===== config.mk =====
export PLATFORM = sky130hd
export DESIGN_NAME = chase_camera_smoother_top
export DESIGN_NICKNAME = d
export VERILOG_FILES = /design/src/ccs_pkg.sv /design/src/ccs_mul.sv /design/src/chase_camera_smoother_top.sv
export SDC_FILE = /design/constraint.sdc
export NUM_CORES = 2
export LEC_CHECK = 0
export BUFFER_PORTS_ARGS = -buffer_cell sky130_fd_sc_hd__clkbuf_2
export CELL_PAD_IN_SITES_DETAIL_PLACEMENT = 0
export CELL_PAD_IN_SITES_GLOBAL_PLACEMENT = 1
export CORE_UTILIZATION = 25
export DETAILED_ROUTE_END_ITERATION = 12
export GPL_TIMING_DRIVEN = 0
export MAX_ROUTING_LAYER = met4
export PLACE_DENSITY_LB_ADDON = 0.1
export SYNTH_ARGS = -nofsm -noshare
export SYNTH_HDL_FRONTEND = slang
export SYNTH_SLANG_ARGS = --single-unit

===== constraint.sdc =====
create_clock -name clock -period 39.6 [get_ports clock]
set_clock_uncertainty 0.2 [all_clocks]
set_input_delay 0 -clock clock [delete_from_list [all_inputs] [get_ports clock]]
set_output_delay 0 -clock clock [all_outputs]
set_load 0.02 [all_outputs]

===== src/ccs_pkg.sv =====
// Shared package of the chase camera smoother: widths, register codes and the sine table.
// Used by every module in src; depends on nothing.
package ccs_pkg;

   localparam int DataW = 32;
   localparam int RegW = 23;
   localparam int AngW = 16;
   localparam int SineEntries = 256;
   localparam int SineIdxW = $clog2(SineEntries);

   localparam logic [1:0] REG_DISTANCE = 2'd0;
   localparam logic [1:0] REG_HEIGHT = 2'd1;
   localparam logic [1:0] REG_LOOK = 2'd2;

   localparam logic [RegW-1:0] DistanceReset = 23'd655360;
   localparam logic [RegW-1:0] HeightReset = 23'd327680;
   localparam logic [RegW-1:0] LookReset = 23'd327680;
   localparam logic [DataW-1:0] CamYReset = 32'd458752;
   localparam logic [DataW-1:0] CamZReset = 32'd983040;

   localparam logic [16:0] SpeedFull = 17'd65536;
   localparam logic [12:0] SmoothBase = 13'd1966;
   localparam logic [12:0] SmoothSpan = 13'd4588;

   // Serial multiplier command: magnitude a times magnitude b, shifted right by 16 with rounding.
   typedef struct packed {
      logic start;
      logic [DataW:0] a;
      logic [16:0] b;
   } mul_cmd_type;

   typedef struct packed {
      logic done;
      logic [DataW+1:0] prod;
   } mul_rsp_type;

   // Restoring division, used only while the sine table is built.
   function automatic longint unsigned series_quot(input longint unsigned n,
                                                   input longint unsigned d);
      longint unsigned q;
      longint unsigned r;
      q = '0;
      r = '0;
      for (int b = 63; b >= 0; b--) begin
         r = {r[62:0], n[b]};
         if (r >= d) begin
            r = r - d;
            q[b] = 1'b1;
         end
      end
      return q;
   endfunction

   // Quarter-wave sine entry, built from the Taylor series at elaboration.
   function automatic logic [15:0] sine_entry(input int k);
      longint unsigned x;
      longint unsigned t;
      longint sum;
      longint e;
      x = (longint'(k) * 64'd1686629713) >> SineIdxW;
      t = x;
      sum = longint'(x);
      for (int i = 1; i <= 6; i++) begin
         t = (t * x) >> 30;
         t = (t * x) >> 30;
         t = series_quot(t, 64'((2 * i) * (2 * i + 1)));
         if ((i & 1) == 1) sum = sum - longint'(t);
         else sum = sum + longint'(t);
      end
      if (sum < 0) sum = 0;
      e = longint'((unsigned'(sum) * 64'd65535 + (64'd1 << 29)) >> 30);
      if (e > 65535) e = 65535;
      return e[15:0];
   endfunction

   typedef logic [15:0] sine_rom_type [SineEntries];

   function automatic sine_rom_type build_sine();
      sine_rom_type r;
      for (int k = 0; k < SineEntries; k++) r[k] = sine_entry(k);
      return r;
   endfunction

   localparam sine_rom_type SineRom = build_sine();

endpackage


===== src/ccs_mul.sv =====
// Bit-serial shift-add multiplier of the chase camera smoother: one multiplier bit per cycle.
// Depends on ccs_pkg.
module ccs_mul (
   input  logic clock,
   input  logic reset,
   input  ccs_pkg::mul_cmd_type cmd,
   output ccs_pkg::mul_rsp_type rsp
);

   localparam int AccW = ccs_pkg::DataW + 18;

   logic [AccW-1:0] acc_ff, acc_in;
   logic [ccs_pkg::DataW:0] a_ff, a_in;
   logic [16:0] b_ff, b_in;
   logic [4:0] cnt_ff, cnt_in;
   logic busy_ff, busy_in;
   logic done_ff, done_in;
   logic [AccW-1:0] rounded;

   // Partial products enter at the top; the accumulator shifts right one bit a cycle.
   always_comb begin
      acc_in = acc_ff;
      a_in = a_ff;
      b_in = b_ff;
      cnt_in = cnt_ff;
      busy_in = busy_ff;
      done_in = 1'b0;
      if (cmd.start) begin
         acc_in = '0;
         a_in = cmd.a;
         b_in = cmd.b;
         cnt_in = '0;
         busy_in = 1'b1;
      end else if (busy_ff) begin
         acc_in = (acc_ff + (b_ff[0] ? {a_ff, 17'd0} : '0)) >> 1;
         b_in = b_ff >> 1;
         cnt_in = cnt_ff + 5'd1;
         if (cnt_ff == 5'd16) begin
            busy_in = 1'b0;
            done_in = 1'b1;
         end
      end
   end

   // After 17 steps acc holds a*b; add half and drop 16 fraction bits.
   assign rounded = acc_ff + AccW'(32768);
   assign rsp.done = done_ff;
   assign rsp.prod = rounded[16 +: ccs_pkg::DataW + 2];

   always_ff @(posedge clock) begin
      acc_ff <= acc_in;
      a_ff <= a_in;
      b_ff <= b_in;
      cnt_ff <= cnt_in;
      if (reset) begin
         busy_ff <= 1'b0;
         done_ff <= 1'b0;
      end else begin
         busy_ff <= busy_in;
         done_ff <= done_in;
      end
   end

   property p_done_ends_busy;
      @(posedge clock) disable iff (reset) rsp.done |-> !busy_ff;
   endproperty
   assert property (p_done_ends_busy) else $error("multiplier done while busy");

   property p_start_busy;
      @(posedge clock) disable iff (reset) cmd.start |=> busy_ff;
   endproperty
   assert property (p_start_busy) else $error("multiplier did not start");

   property p_done_single;
      @(posedge clock) disable iff (reset) rsp.done |=> !rsp.done;
   endproperty
   assert property (p_done_single) else $error("multiplier done twice");

endmodule


===== src/chase_camera_smoother_top.sv =====
// Top level of the chase camera smoother: handshakes, registers, sequencer and state.
// Depends on ccs_pkg and ccs_mul.
//
//  channel  direction  tdata fields (low bit first)                 tuser
//  req      in         pos_x, pos_y, pos_z, heading_angle, speed    -
//  rsp      out        cam_x, cam_y, cam_z, aim_x, aim_y, aim_z     -
//  csr      in         index (2 bits), data (23 bits)               -
//
// One shared bit-serial multiplier forms every product: eleven products,
// the speed factor, four offsets and six steps, run in turn by the sequencer;
// rsp_tvalid is registered from the S_OUT state.
// The speed divide by five makes an alignment shift and then forms one quotient
// bit per cycle; a saturated speed skips it.
// Reset is synchronous and active high and restores registers and points.
// The block takes one item at a time; a result waits in the output register
// while rsp_tready is low, and the next item is taken once it is transferred.
module chase_camera_smoother_top (
   input  logic         clock,
   input  logic         reset,
   input  logic         req_tvalid,
   output logic         req_tready,
   input  logic [143:0] req_tdata,  // pos_x, pos_y, pos_z, heading_angle, speed
   output logic         rsp_tvalid,
   input  logic         rsp_tready,
   output logic [191:0] rsp_tdata,  // cam_x, cam_y, cam_z, aim_x, aim_y, aim_z
   input  logic         csr_valid,
   output logic         csr_ready,
   input  logic [1:0]   csr_index,
   input  logic [22:0]  csr_data
);

   localparam int W = ccs_pkg::DataW;

   // Sequencer states.
   localparam logic [3:0] S_IDLE = 4'd0;
   localparam logic [3:0] S_DIV = 4'd1;
   localparam logic [3:0] S_FACT = 4'd2;
   localparam logic [3:0] S_TRIG = 4'd3;
   localparam logic [3:0] S_OFFS = 4'd4;
   localparam logic [3:0] S_GOAL = 4'd5;
   localparam logic [3:0] S_STEP = 4'd6;
   localparam logic [3:0] S_WAIT = 4'd7;
   localparam logic [3:0] S_OUT = 4'd8;

   logic [3:0] state_ff, state_in;
   logic [ccs_pkg::RegW-1:0] dist_ff, height_ff, look_ff;
   logic signed [W-1:0] cam_ff [3];
   logic signed [W-1:0] aim_ff [3];
   logic signed [W-1:0] px_ff, py_ff, pz_ff;
   logic [15:0] ang_ff;
   logic [W:0] spd_ff, spd_in;
   logic [16:0] quo_ff, quo_in;
   logic [4:0] dcnt_ff, dcnt_in;
   logic [2:0] rem_ff, rem_in;
   logic [12:0] fac_ff;
   logic [16:0] sin_ff, cos_ff;
   logic sin_neg_ff, cos_neg_ff;
   // Offsets: distance*sin, distance*cos, look*sin, look*cos.
   logic [W+1:0] off_ff [4];
   logic signed [W-1:0] goal_ff [6];
   logic [2:0] idx_ff, idx_in;
   logic mul_wait_ff;
   logic [191:0] out_ff;
   logic out_valid_ff;

   ccs_pkg::mul_cmd_type mcmd;
   ccs_pkg::mul_rsp_type mrsp;

   ccs_mul u_mul (.clock(clock), .reset(reset), .cmd(mcmd), .rsp(mrsp));

   assign req_tready = (state_ff == S_IDLE) && !out_valid_ff;
   assign csr_ready = 1'b1;
   assign rsp_tvalid = out_valid_ff;
   assign rsp_tdata = out_ff;

   // Sine magnitude lookup for a binary angle.
   function automatic logic [16:0] trig_mag(input logic [15:0] a);
      logic [14:0] o;
      o = a[14] ? (15'd16384 - {1'b0, a[13:0]}) : {1'b0, a[13:0]};
      if (o[14]) return 17'd65535;
      return {1'b0, ccs_pkg::SineRom[o[13 -: ccs_pkg::SineIdxW]]};
   endfunction

   function automatic logic signed [W-1:0] sat(input logic signed [W+2:0] v);
      if (v > (W+3)'(signed'(33'sh7FFFFFFF))) return 32'sh7FFFFFFF;
      if (v < -(W+3)'(signed'(34'sh080000000))) return 32'sh80000000;
      return v[W-1:0];
   endfunction

   logic [15:0] cang;
   logic signed [W:0] diff;
   logic [W:0] dmag;
   logic [3:0] trial;
   logic signed [W+2:0] g0, g2, g3, g5;
   logic signed [W-1:0] old_pt, goal_pt, new_pt;
   logic [W+1:0] step;

   assign cang = ang_ff + 16'd16384;
   assign trial = {rem_ff, spd_ff[W]};

   always_comb begin
      old_pt = (idx_ff < 3'd3) ? cam_ff[idx_ff[1:0]] : aim_ff[2'(idx_ff - 3'd3)];
      goal_pt = goal_ff[idx_ff];
      diff = (W+1)'(goal_pt) - (W+1)'(old_pt);
      dmag = diff[W] ? -diff : diff;
      step = mrsp.prod;
      new_pt = diff[W] ? W'(old_pt - step[W-1:0]) : W'(old_pt + step[W-1:0]);
   end

   always_comb begin
      g0 = (W+3)'(px_ff) + (sin_neg_ff ? -(W+3)'(signed'({1'b0, off_ff[0]}))
                                       : (W+3)'(signed'({1'b0, off_ff[0]})));
      g2 = (W+3)'(pz_ff) - (cos_neg_ff ? -(W+3)'(signed'({1'b0, off_ff[1]}))
                                       : (W+3)'(signed'({1'b0, off_ff[1]})));
      g3 = (W+3)'(px_ff) - (sin_neg_ff ? -(W+3)'(signed'({1'b0, off_ff[2]}))
                                       : (W+3)'(signed'({1'b0, off_ff[2]})));
      g5 = (W+3)'(pz_ff) + (cos_neg_ff ? -(W+3)'(signed'({1'b0, off_ff[3]}))
                                       : (W+3)'(signed'({1'b0, off_ff[3]})));
   end

   // Sequencer: divide, speed factor with trig, four offsets, goals, six steps, output.
   always_comb begin
      state_in = state_ff;
      spd_in = spd_ff;
      quo_in = quo_ff;
      dcnt_in = dcnt_ff;
      rem_in = rem_ff;
      idx_in = idx_ff;
      mcmd = '0;
      case (state_ff)
         S_IDLE: begin
            if (req_tvalid && req_tready) begin
               // Magnitude of the sign-extended speed; the most negative value gives 2^31.
               spd_in = req_tdata[143] ? (W+1)'(-{1'b1, req_tdata[143:112]})
                                       : (W+1)'({1'b0, req_tdata[143:112]});
               quo_in = '0;
               rem_in = '0;
               dcnt_in = '0;
               state_in = S_DIV;
            end
         end
         S_DIV: begin
            // Restoring divide by five over the low 19 bits after the saturation test.
            if (spd_ff >= (W+1)'(327680) && dcnt_ff == 5'd0) begin
               quo_in = ccs_pkg::SpeedFull;
               state_in = S_FACT;
            end else begin
               if (dcnt_ff == 5'd0) spd_in = spd_ff << (W - 18);
               else begin
                  spd_in = spd_ff << 1;
                  rem_in = (trial >= 4'd5) ? 3'(trial - 4'd5) : trial[2:0];
                  quo_in = {quo_ff[15:0], trial >= 4'd5};
               end
               dcnt_in = dcnt_ff + 5'd1;
               if (dcnt_ff == 5'd19) state_in = S_FACT;
            end
         end
         S_FACT: begin
            if (!mul_wait_ff) begin
               mcmd.start = 1'b1;
               mcmd.a = (W+1)'(ccs_pkg::SmoothSpan);
               mcmd.b = quo_ff;
            end else if (mrsp.done) begin
               idx_in = '0;
               state_in = S_OFFS;
            end
         end
         S_TRIG: state_in = S_OFFS;
         S_OFFS: begin
            if (!mul_wait_ff) begin
               mcmd.start = 1'b1;
               mcmd.a = (W+1)'(idx_ff[1] ? look_ff : dist_ff);
               mcmd.b = idx_ff[0] ? cos_ff : sin_ff;
            end else if (mrsp.done) begin
               idx_in = idx_ff + 3'd1;
               if (idx_ff == 3'd3) state_in = S_GOAL;
            end
         end
         S_GOAL: begin
            idx_in = '0;
            state_in = S_STEP;
         end
         S_STEP: begin
            if (!mul_wait_ff) begin
               mcmd.start = 1'b1;
               mcmd.a = dmag;
               mcmd.b = {4'd0, fac_ff};
            end else if (mrsp.done) begin
               idx_in = idx_ff + 3'd1;
               if (idx_ff == 3'd5) state_in = S_OUT;
            end
         end
         S_WAIT: state_in = S_OUT;
         S_OUT: state_in = S_IDLE;
         default: state_in = S_IDLE;
      endcase
   end

   always_ff @(posedge clock) begin
      if (reset) begin
         state_ff <= S_IDLE;
         mul_wait_ff <= 1'b0;
         out_valid_ff <= 1'b0;
         dist_ff <= ccs_pkg::DistanceReset;
         height_ff <= ccs_pkg::HeightReset;
         look_ff <= ccs_pkg::LookReset;
         cam_ff[0] <= '0;
         cam_ff[1] <= ccs_pkg::CamYReset;
         cam_ff[2] <= ccs_pkg::CamZReset;
         for (int i = 0; i < 3; i++) aim_ff[i] <= '0;
      end else begin
         state_ff <= state_in;
         if (mcmd.start) mul_wait_ff <= 1'b1;
         else if (mrsp.done) mul_wait_ff <= 1'b0;
         if (csr_valid && csr_ready) begin
            case (csr_index)
               ccs_pkg::REG_DISTANCE: dist_ff <= csr_data;
               ccs_pkg::REG_HEIGHT: height_ff <= csr_data;
               ccs_pkg::REG_LOOK: look_ff <= csr_data;
               default: ;
            endcase
         end
         if (state_ff == S_STEP && mul_wait_ff && mrsp.done) begin
            if (idx_ff < 3'd3) cam_ff[idx_ff[1:0]] <= new_pt;
            else aim_ff[2'(idx_ff - 3'd3)] <= new_pt;
         end
         if (state_ff == S_OUT) out_valid_ff <= 1'b1;
         else if (rsp_tready) out_valid_ff <= 1'b0;
      end
   end

   always_ff @(posedge clock) begin
      spd_ff <= spd_in;
      quo_ff <= quo_in;
      dcnt_ff <= dcnt_in;
      rem_ff <= rem_in;
      idx_ff <= idx_in;
      if (state_ff == S_IDLE && req_tvalid && req_tready) begin
         px_ff <= req_tdata[31:0];
         py_ff <= req_tdata[63:32];
         pz_ff <= req_tdata[95:64];
         ang_ff <= req_tdata[111:96];
      end
      if (state_ff == S_FACT) begin
         sin_ff <= trig_mag(ang_ff);
         sin_neg_ff <= ang_ff[15];
         cos_ff <= trig_mag(cang);
         cos_neg_ff <= cang[15];
      end
      if (state_ff == S_FACT && mul_wait_ff && mrsp.done)
         fac_ff <= ccs_pkg::SmoothBase + 13'(mrsp.prod);
      if (state_ff == S_OFFS && mul_wait_ff && mrsp.done) off_ff[idx_ff[1:0]] <= mrsp.prod;
      if (state_ff == S_GOAL) begin
         goal_ff[0] <= sat(g0);
         goal_ff[1] <= sat((W+3)'(py_ff) + (W+3)'(signed'({1'b0, height_ff})));
         goal_ff[2] <= sat(g2);
         goal_ff[3] <= sat(g3);
         goal_ff[4] <= py_ff;
         goal_ff[5] <= sat(g5);
      end
      if (state_ff == S_OUT)
         out_ff <= {aim_ff[2], aim_ff[1], aim_ff[0], cam_ff[2], cam_ff[1], cam_ff[0]};
   end

   property p_no_take_while_busy;
      @(posedge clock) disable iff (reset) (state_ff != S_IDLE) |-> !req_tready;
   endproperty
   assert property (p_no_take_while_busy) else $error("input taken while busy");

   property p_out_after_seq;
      @(posedge clock) disable iff (reset) $rose(out_valid_ff) |-> $past(state_ff) == S_OUT;
   endproperty
   assert property (p_out_after_seq) else $error("result without sequence");

   property p_out_held;
      @(posedge clock) disable iff (reset) (rsp_tvalid && !rsp_tready) |=> $stable(rsp_tdata);
   endproperty
   assert property (p_out_held) else $error("pending result changed");

endmodule


==> impl_metrics.env <==
export IMPL_layout_drive_gt1_share=0.1094
export IMPL_rsz0062_at_grt="no"
export IMPL_h_tree_depth=4
export IMPL_synthFlopType="edfxtp_1"
export IMPL_postCtsHoldBufs=368
export IMPL_p_leak_nw=32.64
export IMPL_ys_seq_area_frac=0.4654
export IMPL_pre_cts_slack_ps=26030
export IMPL_cp_startpoint="idx_ff[0]$_DFFE_PP_"
export IMPL_ios=369
export IMPL_antenna_found_initial=40
export IMPL_grt_pass1_vias=64060
export IMPL_synth_area_mm2=0.07261
export IMPL_synthesis_instances=7288
export IMPL_core_area_mm2=0.2884
export IMPL_synth_top_area_frac=0.4326
export IMPL_grt_start_max_net_pins=56
export IMPL_crit_type="reg -> reg"
export IMPL_critical_path_arrival_ps=13710
export IMPL_track_usage=0.2559
export IMPL_ant_nets=0
export IMPL_die_area_mm2=0.2926
export IMPL_timing_rr_end="aim_ff[3][30]$_DFFE_PP_"
export IMPL_wl_per_cell_um=30.74
export IMPL_fill_cells=30240
export IMPL_die_w_um=540.9
export IMPL_cts_num_sinks=1165
export IMPL_relSlewSlack=-0.001829
export IMPL_area_delta_synth_final_pct=22.83
export IMPL_place_area_mm2=0.08065
export IMPL_setup_violations_final=0
export IMPL_gp_congestion=0.9706
export IMPL_cts_tree="yes"
export IMPL_finalMaxSlewViolations=1
export IMPL_cp_start_kind="register"
export IMPL_worstPathRequired_ps=39930
export IMPL_path_clk_slew_ps=60
export IMPL_setup_slack_ps=26220
export IMPL_drt_iter0_markers=6448
export IMPL_rrSetupSlack_ps=26220
export IMPL_globalRouteOverflowTotal=0
export IMPL_dp_hpwl_mm=286.5
export IMPL_yosys_top_cells_count="edfxtp_1, nand2_1, nor2_1"
export IMPL_crit_slowest_cell="clkbuf_1"
export IMPL_syn_nets=7795
export IMPL_final_seq_area_mm2=0.03379
export IMPL_rows=197
export IMPL_vias=65280
export IMPL_finalSetupTns_ps=0
export IMPL_p_per_area_mw_per_mm2=80.29
export IMPL_clk_latency_ps=850
export IMPL_async_reset_ff_frac=0
export IMPL_crit_top_cell="clkbuf_1"
export IMPL_initial_utilization=0.2518
export IMPL_synthTopCellsByArea="edfxtp_1, ha_1, a21oi_1, o21ai_0, nand2_1"
export IMPL_clock_path_buffers=4
export IMPL_max_stage_delay_ps=830
export IMPL_yosysWarnings=0
export IMPL_viasPerCell=5.362
export IMPL_violations="capacitance limit, slew limit"
export IMPL_holdCritPathClass="in -> reg"
export IMPL_max_freq_mhz=74.73
export IMPL_ctsResizeCount=0
export IMPL_port_buffers=367
export IMPL_drc=0
export IMPL_cts_root_buf="clkbuf_16"
export IMPL_syn_mean_instance_area_um2=9.963
export IMPL_ir_drop_mv=0.05196
export IMPL_tightest_slew_ps=1497
export IMPL_endpoint="aim_ff[3][30]$_DFFE_PP_"
export IMPL_end_kind="register"
export IMPL_synth_ff_latch_count=1165
export IMPL_cts_setup_buffers=0
export IMPL_die_h_um=540.9
export IMPL_crit_fanout=10
export IMPL_period_needed_ps=13380
export IMPL_wl_mm=374.3
export IMPL_yosysTopAreaCell="edfxtp_1"
export IMPL_finish_instance_area_mm2=0.08919
export IMPL_multiInputGateArea_mm2=0.03664
export IMPL_ys_types=97
export IMPL_status="finished, violations left"
export IMPL_final_nets=8768
export IMPL_post_route_period_util=0.3379
export IMPL_yosysMostFrequentCell="edfxtp_1"
export IMPL_hold_viol_final=0
export IMPL_r2r_start="idx_ff[0]$_DFFE_PP_"
export IMPL_numCtsBuffers=151
export IMPL_synth_edf_count=1046
export IMPL_ff2ff_path_depth=31
export IMPL_grt_first_pass_wirelength_mm=515.2
export IMPL_cap_violations=1
export IMPL_drt_first_pass_iters=8
## worst max-delay path, delay by kind of cell (launching register included)
family,cells,cell delay (ps)
xor+xnor,1,750
flops,1,440
compound gates,13,4280
simple gates,2,520
fa+ha+maj,3,1180
mux,2,800
buf+inv,10,4920
## cells by family (layout without fill, tap and decap cells)
| logic type | Yosys count | count (layout) | synth area share |
|---|---|---|---|
| DFF | 1165 | 1165 | 0.4654 |
| muxes | 238 | 238 | 0.04968 |
| xor gates and xnor gates | 499 | 499 | 0.06038 |
| and+or+nand+nor | 2180 | 2180 | 0.1377 |
| other | 1 | 19 | 0.00005165 |
| AOI/OAI and AO/OA | 2212 | 2212 | 0.1937 |
| buffers and inverters | 657 | 1744 | 0.03443 |
| adders and majority gates | 336 | 336 | 0.05862 |
## how the worst min path moves through the flow
stage | from | depth (start not counted) | slack, ps | end
6_report | req_tdata[122] | 4 | 160 | spd_ff[10]$_DFFE_PP_
5_1_grt | req_tdata[122] | 4 | 110 | spd_ff[10]$_DFFE_PP_
3_3_place_gp | req_tdata[22] | 1 | -20 | px_ff[22]$_DFFE_PP_
2_1_floorplan | req_tdata[96] | 0 | -100 | ang_ff[0]$_DFFE_PP_
4_1_cts | req_tdata[122] | 4 | 30 | spd_ff[10]$_DFFE_PP_
3_5_place_dp | req_tdata[17] | 1 | -20 | px_ff[17]$_DFFE_PP_
## flip-flops by register name, summed over array words and instances (netlist names), 17 cells and up, named ones only
| signal | cells |
|---|---|
| spd_ff | 33 |
| look_ff | 23 |
| u_mul.a_ff | 33 |
| aim_ff | 128 |
| u_mul.acc_ff | 34 |
| py_ff | 32 |
| rsp_tdata | 192 |
| dist_ff | 23 |
| pz_ff | 32 |
| quo_ff | 17 |
| off_ff | 136 |
| u_mul.b_ff | 17 |
| cam_ff | 128 |
| goal_ff | 192 |
| px_ff | 32 |
| height_ff | 23 |
## per-layer routing
layer  wire (um)  vias to the layer above  GRT usage  part of all wire
met5           0                        -          -                 0
met4       15400                        0    0.09447             0.041
met3       19640                      639    0.03057             0.052
met2      174100                     2501     0.4089              0.47
met1      165200                    32750     0.3314              0.44
li1            -                    29390          -                 -
## power breakdown
group          leakage, nW  switching [mW]  total, mW  internal (mW)
Clock                 2.35           0.575       1.38          0.807
Sequential            10.8           0.128       1.76           1.63
Combinational         19.5            2.92       4.02           1.10
Total                 32.6            3.62       7.16           3.54
## cell usage in the layout, fill, tap and decap left out, types with 223 or more instances in the layout
cell type and count:
a21oi_1 592, clkbuf_1 383, clkbuf_2 370, dlygate4sd3_1 368, edfxtp_1 1046, ha_1 325
inv_1 223, nand2_1 715, nor2_1 678, o21ai_0 540, xnor2_1 280
## layout make-up
class                           instances  share of cell area
Multi-Input combinational cell       5466              0.4108
Sequential cell                      1165              0.3789
Timing Repair Buffer                  820             0.07476
Tap cell                             3781             0.05304
Clock buffer                          185             0.04463
Buffer                                424             0.01832
Inverter                              233            0.009806
Clock inverter                         82            0.009217
Antenna cell                           18           0.0005050
## stage by stage
stage                     std cells  hold slack (ps)  total power, mW    util
after floorplan                7288           -101.1            3.929       -
after global placement        11440           -23.70            5.727  0.2745
after detailed placement      11520           -21.38            5.696  0.2797
after CTS                     12160            28.22            7.147  0.3091
after global routing          12160            113.5            7.479  0.3091
final                         12170            164.4            7.161  0.3093
(Power assumes the default switching activity.)
